<file path="config.mk">
export PLATFORM = sky130hd
export DESIGN_NAME = burst_fire_sequencer_with_reload_unit_flat
export DESIGN_NICKNAME = d
export VERILOG_FILES = /design/src/rtl/bfs_pkg.sv /design/src/rtl/bfs_req_if.sv /design/src/rtl/bfs_rsp_if.sv /design/src/rtl/burst_fire_sequencer_with_reload_unit.sv /design/src/rtl/bfs_csr.sv /design/src/rtl/bfs_core.sv /design/src/flat_wrapper.sv
export SDC_FILE = /design/constraint.sdc
export NUM_CORES = 1
export LEC_CHECK = 0
export CAP_MARGIN = 10
export CORE_MARGIN = 2
export CORE_UTILIZATION = 60
export CTS_BUF_LIST = sky130_fd_sc_hd__clkbuf_16
export DETAILED_ROUTE_END_ITERATION = 7
export DONT_BUFFER_PORTS = 1
export GPL_ROUTABILITY_DRIVEN = 0
export PLACE_DENSITY = 0.76
export SETUP_SLACK_MARGIN = 0.15
export SLEW_MARGIN = 5
export SYNTH_ARGS = -nofsm -noshare
export SYNTH_HDL_FRONTEND = slang
export SYNTH_HIERARCHICAL = 1
export SYNTH_SLANG_ARGS = --single-unit
</file>
<file path="constraint.sdc">
create_clock -name clock -period 6.3 [get_ports clock]
set_clock_uncertainty 0.2 [all_clocks]
set_input_delay 0.315 -clock clock [delete_from_list [all_inputs] [get_ports clock]]
set_output_delay 0.315 -clock clock [all_outputs]
set_load 0.1 [all_outputs]
</file>
<file path="src/rtl/bfs_pkg.sv">
// ----------------------------------------------------------------------------
// bfs_pkg: shared types and constants of the burst fire sequencer
// Holds the fire phase encoding, register indexes, reset values of the
// configuration registers and the timer load helper.
// ----------------------------------------------------------------------------
package bfs_pkg;

   // Timer geometry and the fixed reload gap.
   localparam int unsigned TIMER_WIDTH = 16;
   localparam int unsigned RELOAD_GAP  = 60;

   typedef logic [TIMER_WIDTH-1:0] timer_type;
   localparam timer_type TIMER_MAX = '1;

   // Ticks since the last shot saturate at the smaller of the timer range
   // and the 16-bit field.
   localparam logic [15:0] SINCE_MAX = (TIMER_WIDTH < 16) ? 16'(TIMER_MAX) : 16'hFFFF;

   typedef enum logic [2:0] {
      PH_IDLE    = 3'd0,
      PH_DELAY   = 3'd1,
      PH_RELEASE = 3'd2,
      PH_GAP     = 3'd3,
      PH_HOLDOFF = 3'd4,
      PH_REARM   = 3'd5
   } phase_type;

   typedef enum logic [2:0] {
      CSR_MAX_AMMO      = 3'd0,
      CSR_RELOAD_STEP   = 3'd1,
      CSR_SHOTS         = 3'd2,
      CSR_SHOT_GAP      = 3'd3,
      CSR_TRIG_DELAY    = 3'd4,
      CSR_HOLDOFF       = 3'd5,
      CSR_RELOAD_AFTER  = 3'd6,
      CSR_RELEASE_MODE  = 3'd7
   } csr_index_type;

   localparam int unsigned CSR_DATA_WIDTH = 16;

   // Reset values of the configuration registers.
   localparam logic [7:0]  RST_MAX_AMMO     = 8'd50;
   localparam logic [7:0]  RST_RELOAD_STEP  = 8'd50;
   localparam logic [7:0]  RST_SHOTS        = 8'd3;
   localparam logic [15:0] RST_SHOT_GAP     = 16'd70;
   localparam logic [15:0] RST_TRIG_DELAY   = 16'd0;
   localparam logic [15:0] RST_HOLDOFF      = 16'd200;
   localparam logic [15:0] RST_RELOAD_AFTER = 16'd600;
   localparam logic [1:0]  RST_RELEASE_MODE = 2'd0;

   // Release mode bits.
   localparam int unsigned RM_FIRE_ON_RELEASE  = 0;
   localparam int unsigned RM_REARM_ON_RELEASE = 1;

   typedef struct packed {
      logic [7:0]  max_ammo;
      logic [7:0]  reload_step;
      logic [7:0]  shots_per_burst;
      logic [15:0] shot_gap;
      logic [15:0] trigger_delay;
      logic [15:0] burst_holdoff;
      logic [15:0] reload_after_shot;
      logic [1:0]  release_mode;
   } cfg_type;

   typedef struct packed {
      logic        shot_fired;
      logic [7:0]  ammo_left;
      logic [2:0]  fire_phase;
      logic [15:0] ticks_since_shot;
   } result_type;

   // Loads a timer, saturating values beyond its range.
   function automatic timer_type tload(input logic [15:0] v);
      logic [32:0] w;
      w = 33'(v);
      if (w > 33'(TIMER_MAX)) begin
         tload = TIMER_MAX;
      end else begin
         tload = timer_type'(w);
      end
   endfunction

endpackage

</file>
<file path="src/rtl/bfs_req_if.sv">
// ----------------------------------------------------------------------------
// bfs_req_if: tick channel into the sequencer
// Valid/ready handshake carrying the trigger level of one tick.
// ----------------------------------------------------------------------------
interface bfs_req_if;
   logic valid;
   logic ready;
   logic trigger_pressed;

   modport source (output valid, output trigger_pressed, input ready);
   modport sink   (input valid, input trigger_pressed, output ready);
endinterface

</file>
<file path="src/rtl/bfs_rsp_if.sv">
// ----------------------------------------------------------------------------
// bfs_rsp_if: result channel out of the sequencer
// Valid/ready handshake carrying the shot flag, ammo, phase and shot age.
// ----------------------------------------------------------------------------
interface bfs_rsp_if;
   logic        valid;
   logic        ready;
   logic        shot_fired;
   logic [7:0]  ammo_left;
   logic [2:0]  fire_phase;
   logic [15:0] ticks_since_shot;

   modport source (output valid, output shot_fired, output ammo_left,
                   output fire_phase, output ticks_since_shot, input ready);
   modport sink   (input valid, input shot_fired, input ammo_left,
                   input fire_phase, input ticks_since_shot, output ready);
endinterface

</file>
<file path="src/rtl/burst_fire_sequencer_with_reload_unit.sv">
// ----------------------------------------------------------------------------
// burst_fire_sequencer_with_reload_unit: burst fire sequencer with reload
// Path: an accepted tick word waits in the input register, then the core
//   steps it into the output register, which drives the response channel.
// Throughput: one tick word per clock unless the response channel stalls;
//   the core updates one tick's state per step, so ticks follow back to back.
// Reset: synchronous, active high; clears both pipeline stages, loads the
//   register defaults, full ammo and the idle phase.
// ----------------------------------------------------------------------------
module burst_fire_sequencer_with_reload_unit (
   input  logic                                clock,
   input  logic                                reset,
   bfs_req_if.sink                             req_if,
   bfs_rsp_if.source                           rsp_if,
   input  logic                                csr_we,
   input  logic [2:0]                          csr_index,
   input  logic [bfs_pkg::CSR_DATA_WIDTH-1:0]  csr_wdata
);
   import bfs_pkg::*;

   // Input stage: one registered tick word waiting for the core.
   logic        in_valid_ff, in_valid_in;
   logic        trig_ff;

   // Output stage: the registered result word.
   logic        out_valid_ff, out_valid_in;
   result_type  out_data_ff;

   cfg_type     cfg;
   result_type  step_result;
   logic        advance;
   logic        req_fire;

   bfs_csr u_csr (
      .clock     (clock),
      .reset     (reset),
      .csr_we    (csr_we),
      .csr_index (csr_index_type'(csr_index)),
      .csr_wdata (csr_wdata),
      .cfg       (cfg)
   );

   // The core steps when a tick word is held and the output register is
   // free or being emptied in this same cycle.
   assign advance  = in_valid_ff && (!out_valid_ff || rsp_if.ready);
   assign req_fire = req_if.valid && req_if.ready;

   bfs_core u_core (
      .clock   (clock),
      .reset   (reset),
      .step_en (advance),
      .trig    (trig_ff),
      .cfg     (cfg),
      .result  (step_result)
   );

   // The input register takes a new word whenever it is empty or its word
   // moves into the core, so one tick word can wait in front of a stalled
   // result; a second one is held off until the result is taken.
   assign req_if.ready = !in_valid_ff || advance;

   always_comb begin
      in_valid_in = in_valid_ff;
      if (req_fire) begin
         in_valid_in = 1'b1;
      end else if (advance) begin
         in_valid_in = 1'b0;
      end
   end

   always_comb begin
      out_valid_in = out_valid_ff;
      if (advance) begin
         out_valid_in = 1'b1;
      end else if (rsp_if.ready) begin
         out_valid_in = 1'b0;
      end
   end

   always_ff @(posedge clock) begin
      if (reset) begin
         in_valid_ff  <= 1'b0;
         out_valid_ff <= 1'b0;
      end else begin
         in_valid_ff  <= in_valid_in;
         out_valid_ff <= out_valid_in;
      end
   end

   // Payload registers carry no reset.
   always_ff @(posedge clock) begin
      if (req_fire) begin
         trig_ff <= req_if.trigger_pressed;
      end
      if (advance) begin
         out_data_ff <= step_result;
      end
   end

   assign rsp_if.valid            = out_valid_ff;
   assign rsp_if.shot_fired       = out_data_ff.shot_fired;
   assign rsp_if.ammo_left        = out_data_ff.ammo_left;
   assign rsp_if.fire_phase       = out_data_ff.fire_phase;
   assign rsp_if.ticks_since_shot = out_data_ff.ticks_since_shot;

   // A held tick word that cannot advance is still held next cycle.
   a_in_hold: assert property (@(posedge clock) disable iff (reset)
      (in_valid_ff && !advance) |=> in_valid_ff)
      else $error("tick word dropped from input stage");

   // Every step of the core produces a result word.
   a_step_result: assert property (@(posedge clock) disable iff (reset)
      advance |=> out_valid_ff)
      else $error("core step without result word");

   // The core never steps while an untaken result would be overwritten.
   a_no_overwrite: assert property (@(posedge clock) disable iff (reset)
      (out_valid_ff && !rsp_if.ready) |-> !advance)
      else $error("result word overwritten");

endmodule

</file>
<file path="src/rtl/bfs_csr.sv">
// ----------------------------------------------------------------------------
// bfs_csr: configuration register file
// Write-only registers, one per index, cleared to their defaults at reset.
// ----------------------------------------------------------------------------
module bfs_csr (
   input  logic                                clock,
   input  logic                                reset,
   input  logic                                csr_we,
   input  bfs_pkg::csr_index_type              csr_index,
   input  logic [bfs_pkg::CSR_DATA_WIDTH-1:0]  csr_wdata,
   output bfs_pkg::cfg_type                    cfg
);
   import bfs_pkg::*;

   cfg_type cfg_ff;
   cfg_type cfg_in;

   always_comb begin
      cfg_in = cfg_ff;
      if (csr_we) begin
         unique case (csr_index)
            CSR_MAX_AMMO:     cfg_in.max_ammo          = csr_wdata[7:0];
            CSR_RELOAD_STEP:  cfg_in.reload_step       = csr_wdata[7:0];
            CSR_SHOTS:        cfg_in.shots_per_burst   = csr_wdata[7:0];
            CSR_SHOT_GAP:     cfg_in.shot_gap          = csr_wdata[15:0];
            CSR_TRIG_DELAY:   cfg_in.trigger_delay     = csr_wdata[15:0];
            CSR_HOLDOFF:      cfg_in.burst_holdoff     = csr_wdata[15:0];
            CSR_RELOAD_AFTER: cfg_in.reload_after_shot = csr_wdata[15:0];
            CSR_RELEASE_MODE: cfg_in.release_mode      = csr_wdata[1:0];
            default:          cfg_in = cfg_ff;
         endcase
      end
   end

   always_ff @(posedge clock) begin
      if (reset) begin
         cfg_ff.max_ammo          <= RST_MAX_AMMO;
         cfg_ff.reload_step       <= RST_RELOAD_STEP;
         cfg_ff.shots_per_burst   <= RST_SHOTS;
         cfg_ff.shot_gap          <= RST_SHOT_GAP;
         cfg_ff.trigger_delay     <= RST_TRIG_DELAY;
         cfg_ff.burst_holdoff     <= RST_HOLDOFF;
         cfg_ff.reload_after_shot <= RST_RELOAD_AFTER;
         cfg_ff.release_mode      <= RST_RELEASE_MODE;
      end else begin
         cfg_ff <= cfg_in;
      end
   end

   assign cfg = cfg_ff;

endmodule

</file>
<file path="src/rtl/bfs_core.sv">
// ----------------------------------------------------------------------------
// bfs_core: per-tick state update of the sequencer
// Holds ammo, timers and the fire phase; on each step it runs the reload
// check and then the fire phase machine and returns the tick's result.
// ----------------------------------------------------------------------------
module bfs_core (
   input  logic                clock,
   input  logic                reset,
   input  logic                step_en,
   input  logic                trig,
   input  bfs_pkg::cfg_type    cfg,
   output bfs_pkg::result_type result
);
   import bfs_pkg::*;

   phase_type   phase_ff,  phase_in;
   timer_type   pcd_ff,    pcd_in;
   logic [7:0]  burst_ff,  burst_in;
   logic [7:0]  ammo_ff,   ammo_in;
   timer_type   rcd_ff,    rcd_in;
   logic [15:0] since_ff,  since_in;
   logic        fired;

   logic [7:0]  bsize;
   logic [8:0]  reload_sum;
   logic        run0, run1, run2, run3, run4, run5;

   assign bsize = (cfg.shots_per_burst == 8'd0) ? 8'd1 : cfg.shots_per_burst;

   // Next state: countdowns, reload, then the fire phases in the order in
   // which a tick can fall through them. The rearm release path loops back
   // into the idle check, so idle is evaluated after the burst phases.
   always_comb begin
      phase_in = phase_ff;
      pcd_in   = (pcd_ff != '0) ? pcd_ff - timer_type'(1) : pcd_ff;
      rcd_in   = (rcd_ff != '0) ? rcd_ff - timer_type'(1) : rcd_ff;
      since_in = (since_ff < SINCE_MAX) ? since_ff + 16'd1 : since_ff;
      burst_in = burst_ff;
      ammo_in  = ammo_ff;
      fired    = 1'b0;
      reload_sum = 9'(ammo_ff) + 9'(cfg.reload_step);

      if ((ammo_ff < cfg.max_ammo) && (rcd_in == '0)) begin
         ammo_in = (reload_sum > 9'(cfg.max_ammo)) ? cfg.max_ammo : reload_sum[7:0];
         rcd_in  = tload(16'(RELOAD_GAP));
      end

      run0 = (phase_ff == PH_IDLE);
      run1 = (phase_ff == PH_DELAY);
      run2 = (phase_ff == PH_RELEASE);
      run3 = (phase_ff == PH_GAP);
      run4 = (phase_ff == PH_HOLDOFF);
      run5 = (phase_ff == PH_REARM);

      if (!(run0 || run1 || run2 || run3 || run4 || run5)) begin
         phase_in = PH_IDLE;
      end

      if (run3 && (pcd_in == '0)) begin
         if (burst_ff > 8'd1) begin
            burst_in = burst_ff - 8'd1;
            fired    = 1'b1;
         end else begin
            burst_in = 8'd0;
            pcd_in   = tload(cfg.burst_holdoff);
            phase_in = PH_HOLDOFF;
            run4     = 1'b1;
         end
      end

      if (run4 && (pcd_in == '0)) begin
         phase_in = PH_REARM;
         run5     = 1'b1;
      end

      if (run5 && (!trig || !cfg.release_mode[RM_REARM_ON_RELEASE])) begin
         phase_in = PH_IDLE;
         run0     = 1'b1;
      end

      if (run0 && trig && (ammo_in >= bsize)) begin
         pcd_in   = tload(cfg.trigger_delay);
         phase_in = PH_DELAY;
         run1     = 1'b1;
      end

      if (run1 && (pcd_in == '0)) begin
         phase_in = PH_RELEASE;
         run2     = 1'b1;
      end

      if (run2 && (!trig || !cfg.release_mode[RM_FIRE_ON_RELEASE])) begin
         burst_in = bsize;
         fired    = 1'b1;
      end

      // A shot takes one round (never below zero) and restarts the timers.
      if (fired) begin
         ammo_in  = (ammo_in != 8'd0) ? ammo_in - 8'd1 : 8'd0;
         phase_in = PH_GAP;
         pcd_in   = tload(cfg.shot_gap);
         rcd_in   = tload(cfg.reload_after_shot);
         since_in = 16'd0;
      end
   end

   // Result of this tick.
   always_comb begin
      result.shot_fired       = fired;
      result.ammo_left        = ammo_in;
      result.fire_phase       = phase_in;
      result.ticks_since_shot = since_in;
   end

   always_ff @(posedge clock) begin
      if (reset) begin
         phase_ff <= PH_IDLE;
         pcd_ff   <= '0;
         burst_ff <= 8'd0;
         ammo_ff  <= RST_MAX_AMMO;
         rcd_ff   <= '0;
         since_ff <= 16'd0;
      end else if (step_en) begin
         phase_ff <= phase_in;
         pcd_ff   <= pcd_in;
         burst_ff <= burst_in;
         ammo_ff  <= ammo_in;
         rcd_ff   <= rcd_in;
         since_ff <= since_in;
      end
   end

   // Inside a burst there is always at least one shot accounted for.
   a_gap_has_burst: assert property (@(posedge clock) disable iff (reset)
      (phase_ff == PH_GAP) |-> (burst_ff != 8'd0))
      else $error("shot gap phase with empty burst count");

   // A shot always leaves the machine in the shot gap phase.
   a_shot_to_gap: assert property (@(posedge clock) disable iff (reset)
      (step_en && fired) |=> (phase_ff == PH_GAP) && (since_ff == 16'd0))
      else $error("shot did not enter shot gap");

   // Ammo, phase and the shot age only change on a step.
   a_hold_idle: assert property (@(posedge clock) disable iff (reset)
      !step_en |=> $stable(ammo_ff) && $stable(phase_ff) && $stable(since_ff))
      else $error("state changed without a tick");

endmodule

</file>
<file path="src/flat_wrapper.sv">
// flat-port wrapper written by rule: the top's interface ports become plain ports
module burst_fire_sequencer_with_reload_unit_flat import bfs_pkg::*;
  (clock, reset, csr_we, csr_index, csr_wdata, req_if_valid, req_if_trigger_pressed, req_if_ready, rsp_if_valid, rsp_if_shot_fired, rsp_if_ammo_left, rsp_if_fire_phase, rsp_if_ticks_since_shot, rsp_if_ready);
  bfs_req_if req_if_i ();
  bfs_rsp_if rsp_if_i ();
  input  logic clock;
  input  logic reset;
  input  logic csr_we;
  input  logic [2:0] csr_index;
  input  logic [bfs_pkg::CSR_DATA_WIDTH-1:0] csr_wdata;
  input wire logic [$bits(req_if_i.valid)-1:0] req_if_valid;
  input wire logic [$bits(req_if_i.trigger_pressed)-1:0] req_if_trigger_pressed;
  output wire logic [$bits(req_if_i.ready)-1:0] req_if_ready;
  output wire logic [$bits(rsp_if_i.valid)-1:0] rsp_if_valid;
  output wire logic [$bits(rsp_if_i.shot_fired)-1:0] rsp_if_shot_fired;
  output wire logic [$bits(rsp_if_i.ammo_left)-1:0] rsp_if_ammo_left;
  output wire logic [$bits(rsp_if_i.fire_phase)-1:0] rsp_if_fire_phase;
  output wire logic [$bits(rsp_if_i.ticks_since_shot)-1:0] rsp_if_ticks_since_shot;
  input wire logic [$bits(rsp_if_i.ready)-1:0] rsp_if_ready;
  assign req_if_i.valid = req_if_valid;
  assign req_if_i.trigger_pressed = req_if_trigger_pressed;
  assign req_if_ready = req_if_i.ready;
  assign rsp_if_valid = rsp_if_i.valid;
  assign rsp_if_shot_fired = rsp_if_i.shot_fired;
  assign rsp_if_ammo_left = rsp_if_i.ammo_left;
  assign rsp_if_fire_phase = rsp_if_i.fire_phase;
  assign rsp_if_ticks_since_shot = rsp_if_i.ticks_since_shot;
  assign rsp_if_i.ready = rsp_if_ready;
  burst_fire_sequencer_with_reload_unit u_core (.clock(clock), .reset(reset), .req_if(req_if_i), .rsp_if(rsp_if_i), .csr_we(csr_we), .csr_index(csr_index), .csr_wdata(csr_wdata));
endmodule
</file>
==> After elaboration in Yosys (flattened, before gate mapping) <==
Cells that the tools add are included.
{ "totals": {"reg_bits": 188, "input_bits": 25, "out_inout_bits": 30} }
{ "classes": {"add_sub_neg": 6, "n_lt_le_gt_ge": 5, "n_eq_ne": 12, "n_mux": 39, "reduce_logical": 46} }
{ "ops": {"columns": ["operator", "count"], "rows": [
  ["$mux 16", 10],
  ["$logic_not 16->1", 4],
  ["$mux 8", 8],
  ["$reduce_bool 16->1", 2],
  ["$sub 16x1->16 const B", 2],
  ["$mux 3", 8],
  ["$eq 3x3->1 const B", 6],
  ["$reduce_and 2->1", 9],
  ["$add 16x1->16 const B", 1],
  ["$lt 16x16->1 const B", 1],
  ["$sub 8x1->8 const B", 2],
  ["$mux 1", 13],
  ["$eq 3x2->1 const B", 4],
  ["$logic_and 1x1->1", 10],
  ["$add 8x8->9", 1],
  ["$gt 9x8->1", 1],
  ["$logic_or 1x1->1", 9],
  ["$ge 8x8->1", 1],
  ["$gt 8x1->1 const B", 1],
  ["$logic_not 8->1", 1],
  ["$lt 8x8->1", 1],
  ["$reduce_bool 8->1", 1],
  ["$eq 3x1->1 const B", 2],
  ["$logic_not 3->1", 2],
  ["2 further kinds", 8]
]} }

==> Depth between registers and ports, before layout <==
{ "depth": {"word_depth": 19, "mapped_depth": 30, "mapped_depth_nobuf": 28} }

==> Cells and area by module <==
Netlist, hierarchy kept.
{ "modules_own_cells": {"columns": ["module", "instances", "cells_each", "area_per_inst_um2"], "rows": [
  ["bfs_core", 1, 932, 6729.0],
  ["bfs_csr", 1, 333, 3612.2],
  ["burst_fire_sequencer_with_reload_unit", 1, 39, 974.7]
]} }

==> Worst setup path before layout <==
No wires, ideal clock.
{ "synth_timing": {"path_type": "flip-flop to flip-flop", "start": "register u_core.u_core.rcd_ff[0]", "end": "register u_core.out_data_ff, in the netlist u_core/rsp_if.ticks_since_shot[5] (data pin)", "setup_ns": 0.257, "t_arrival_ns": 5.241, "required_ns": 5.843, "slack_ns": 0.602, "stages_incl_launch_ff": 26, "path_buffers": 6, "period_less_slack_ns": 5.698, "path_cell_list": "dfxtp_1 clkbuf_1 inv_1 ha_1 or4b_1 clkbuf_1 nor4_1 nand2_1 a21o_1 nor4_1 buf_2 mux2_2 inv_1 ha_1 nand2b_1 a21oi_1 a21boi_0 nand4_1 a2111o_1 o21ai_2 o21ai_2 inv_2 buf_2 buf_4 buf_2 nor2_1"} }
{ "synth_lines": {"columns": ["item", "line_no", "text"], "rows": [
  ["start: declaration", "bfs_core.sv:20", "timer_type rcd_ff, rcd_in;"],
  ["start signal: assignment", "bfs_core.sv:128", "rcd_ff <= rcd_in;"],
  ["end signal: assignment", "burst_fire_sequencer_with_reload_unit.sv:96", "out_data_ff <= step_result;"],
  ["end: declaration", "burst_fire_sequencer_with_reload_unit.sv:27", "result_type out_data_ff;"]
]} }

==> Final worst setup path <==
{ "layout_timing": {"start": "register u_core.u_core.ammo_ff[0]", "end": "register u_core.u_core.rcd_ff[11]"} }
{ "layout_between": {"elab_chain_cells": 13, "elab_cells_between_ends": 17, "classes_between": "add/sub (1); order compare (3); mux (8); reduce/logical (5)"} }
{ "layout_lines": {"columns": ["item", "line_no", "text"], "rows": [
  ["start: declaration", "bfs_core.sv:19", "logic [7:0] ammo_ff, ammo_in;"],
  ["start signal: assignment", "bfs_core.sv:127", "ammo_ff <= ammo_in;"],
  ["$add 8x8->9", "bfs_core.sv:41", "reload_sum = 9'(ammo_ff) + 9'(cfg.reload_step);"],
  ["$gt 9x8->1", "bfs_core.sv:44", "ammo_in = (reload_sum > 9'(cfg.max_ammo)) ? cfg.max_ammo : reload_sum[7:0];"],
  ["$mux 8", "bfs_core.sv:44", null],
  ["$mux 8", "bfs_core.sv:43", "if ((ammo_ff < cfg.max_ammo) && (rcd_in == '0)) begin"],
  ["$ge 8x8->1", "bfs_core.sv:81", "if (run0 && trig && (ammo_in >= bsize)) begin"],
  ["$logic_and 1x1->1", "bfs_core.sv:81", null],
  ["$mux 16", "bfs_core.sv:81", null],
  ["$logic_not 16->1", "bfs_core.sv:87", "if (run1 && (pcd_in == '0)) begin"],
  ["$logic_and 1x1->1", "bfs_core.sv:87", null],
  ["$mux 1", "bfs_core.sv:87", null],
  ["$logic_and 1x1->1", "bfs_core.sv:92", "if (run2 && (!trig || !cfg.release_mode[RM_FIRE_ON_RELEASE])) begin"],
  ["$mux 1", "bfs_core.sv:92", null],
  ["$mux 16 (*)", "bfs_core.sv:98", "if (fired) begin"]
]} }
Every way passes the cells marked *; elsewhere a longest branch is shown, timed or not.
A chain may end at the register's enable or synchronous reset.

==> results.py <==
metrics = {
    "global_route": {
        "grt_start_max_net_pins": 156,
        "grt_pass1_wl_mm": 50.92,
        "grt_use_total_pct": 32.04,
        "grt_pass1_vias": 9420,
        "antenna_found_initial": 1,
        "grt.overflow.total": 0,
    },
    "yosys": {
        "yosysUniqueCellTypes": 88,
        "ys_ff_latch": 188,
        "synth_top_area_cell": "dfxtp_1",
        "ys_seq_area_share_pct": 35.82,
        "synthTopCellsByCount": "dfxtp_1, nor2_1, mux2i_1",
        "synth_flop_cell": "dfxtp_1",
        "netlist_top_cells_area": "dfxtp_1, mux2i_1, edfxtp_1, nand2b_1, ha_1",
        "avgSynthCellArea_um2": 8.678,
        "synth_edf_count": 29,
        "async_flop_share_pct": 0,
        "synth.most_common_cell": "dfxtp_1",
        "synthCells": 1304,
        "yosysTopAreaCellShare_pct": 28.13,
        "syn-num-nets": 1367,
        "yosysWarnings": 6,
        "syn-cell-area_um2": 11320,
    },
    "setup_path": {
        "slowest_stage": "fa_2",
        "cp_top_family": "compound AO/OA/AOI/OAI gates",
        "critPathMaxFanout": 7,
        "cp-start-kind": "flop",
        "end_kind": "flop",
        "crit_arrival_ns": 6.12,
        "slowest_delay_ns": 0.39,
        "critical_path_required_ns": 6.44,
        "crit_buf_inv": 3,
        "crit_type": "reg -> reg",
    },
    "final_layout": {
        "diodes": 0,
        "nNetsFinal": 1357,
        "drive_above_1_share_pct": 9.487,
        "syn_to_final_growth_pct": 11.33,
        "num-fill-cells": 1462,
        "final_area_um2": 12600,
        "final_util_pct": 67.80,
    },
    "sta": {
        "slew-limit-headroom_pct": 19.92,
        "setup_violations": 0,
        "fin_crit_ns": 5.986,
        "tightest_slew_ns": 1.194,
        "layout_setup_ws_ns": 0.3137,
        "holdWs_ns": -0.01455,
        "rsz0062_at_grt": "yes",
        "max_freq_mhz": 167.0,
        "fin_crit_sh_pct": 95.02,
        "drv_slew": 0,
        "hold_viol": 3,
    },
    "power": {
        "seq_power_share_pct": 34.1,
        "p_comb_share_pct": 39.4,
        "finalPower_mw": 4.464,
        "p_leak_nw": 5.062,
        "powerDensity_nw_per_um2": 354.4,
        "switching_share_pct": 39.80,
        "internal-power_mw": 2.688,
        "p_sw_mw": 1.777,
        "clock_power_share_pct": 26.5,
        "ir_drop_mv": 0.2549,
    },
    "cts": {
        "worstSkewPairLatency_ns": 0.45,
        "htree_levels": 4,
        "cts.clk_slew.worst_paths_ns": 0.08,
        "cts_root_buffer": "clkbuf_16",
        "numCtsBuffers": 17,
        "cts_sinks": 188,
        "clockBufferDepth": 2,
        "cts_tree": "built",
    },
    "floorplan": {
        "start_util_pct": 60.90,
        "coreArea_um2": 18580,
        "pin_count": 55,
        "die_y_um": 141.3,
        "core.rowCount": 50,
        "dieWidth_um": 141.3,
        "die_area_um2": 19970,
    },
    "hold_path": {
        "holdCritPathClass": "in -> reg",
    },
    "flow_run": {
        "maxCapViolations": 0,
    },
    "run_status": {
        "status": "complete, but fails checks",
        "violations": "negative hold slack",
    },
    "detailed_routing": {
        "drt-initial-drc-count": 1274,
        "first_pass_iters": 5,
        "routed_via_density": 6.681,
        "wirelength_mm": 32.83,
        "wl_per_cell_um": 21.30,
        "vias": 10300,
        "route.detailed.drc": 0,
        "postRouteAntennaNets": 0,
    },
    "place": {
        "io_buffers": 0,
        "placed_area_um2": 11400,
        "hpwl_mm": 21.36,
        "pre_cts_ws_ns": -0.1574,
    },
}
[placed cells by master, fill, tap and decap left out, drive strengths merged, types with 17 or more instances in the layout]
master	Yosys	routed
dlygate4sd3	0	19
buf	33	38
o21ai	38	38
dfxtp	159	159
nor4	26	26
or4	19	19
a311oi	20	20
nor2	114	114
inv	48	56
nand2	100	100
o211ai	23	23
mux2	17	17
nand4	28	28
xnor2	20	20
nor3	51	51
ha	37	37
edfxtp	29	29
clkbuf	55	19
a21oi	40	40
mux2i	108	108
nand3	38	38
nand2b	95	95
[logic make-up (layout without fill, tap and decap cells)]
kind of cell | Yosys count | in the layout | synth area share, %
adders and majority gates | 38 | 38 | 4.268
and+or+nand+nor | 551 | 551 | 26.25
DFF | 188 | 188 | 35.82
AOI/OAI and AO/OA | 237 | 237 | 15.21
buffers and inverters | 138 | 141 | 5.108
muxes | 125 | 125 | 11.25
xor gates and xnor gates | 27 | 27 | 2.090
[power groups by stage]
stage,Sequential [mW],Clock [mW],Combinational (mW)
floorplan,1.49,0,1.19
global placement,1.54,0,1.49
detailed placement,1.54,0,1.50
CTS,1.51,1.18,1.58
global route,1.53,1.23,1.90
finish,1.52,1.18,1.76
[stage by stage]
stage / instances / TNS (ns) / hold slack [ns]
after floorplan: 1304 / 0 / 0.1774
after global placement: 1471 / 0 / 0.1864
after detailed placement: 1471 / -3.544 / 0.1876
after CTS: 1526 / 0 / 0.001264
after global routing: 1541 / -0.06086 / 0.006776
final: 1541 / 0 / -0.01455
[registers in the layout (all words and copies together) (netlist names)]
name / cells
u_core/rsp_if.fire_phase: 3
u_core/u_core/rcd_ff: 16
u_core/u_core/burst_ff: 8
u_core/u_csr/cfg: 90
u_core/trig_ff: 1
u_core/rsp_if.shot_fired: 1
u_core/rsp_if.ammo_left: 8
u_core/u_core/phase_ff: 3
u_core/rsp_if.valid: 1
u_core/in_valid_ff: 1
u_core/rsp_if.ticks_since_shot: 16
u_core/u_core/pcd_ff: 16
u_core/u_core/ammo_ff: 8
u_core/u_core/since_ff: 16
[worst paths after layout]
kind / start / to / slack (ns) / cells past startpoint
min reg2reg: u_core/u_csr/cfg[58] / u_core/u_csr/cfg[58] / 0.27 / 2
max reg2reg: u_core/u_core/ammo_ff[0] / u_core/u_core/rcd_ff[11] / 0.31 / 27
max: u_core/u_core/ammo_ff[0] / u_core/u_core/rcd_ff[11] / 0.31 / 27
min: csr_wdata[12] / u_core/u_csr/cfg[46] / -0.01 / 2
[per-layer routing]
| metal | part of all wire [%] | vias up | track usage (%) |
|---|---|---|---|
| met3 | 9.1 | 88 | 6.716 |
| met1 | 44 | 4905 | 46.17 |
| li1 | - | 4788 | - |
| met5 | 0 | - | 0 |
| met2 | 44 | 514 | 48.08 |
| met4 | 3.0 | 0 | 10.47 |
[what timing repair did]
action	in CTS	in global routing
hold buffers	20	0
gates cloned	0	2
endpoints found under the hold margin	141	0
setup buffers	3	13
setup endpoints to repair	70	89
pin swaps	1	12
gates resized for setup	6	34
[area by class of cell]
| class | count | area (um^2) | area share, % |
|---|---|---|---|
| clock buffers | 17 | 425.4 | 3.377 |
| clock inverters | 15 | 210.2 | 1.668 |
| inverters | 50 | 195.2 | 1.549 |
| multi-input cells | 978 | 6839 | 54.29 |
| flip-flops and latches | 188 | 4058 | 32.21 |
| well taps | 234 | 292.8 | 2.324 |
| repair buffers | 59 | 578.1 | 4.588 |
Note: power is estimated with default switching activity, not from simulation.
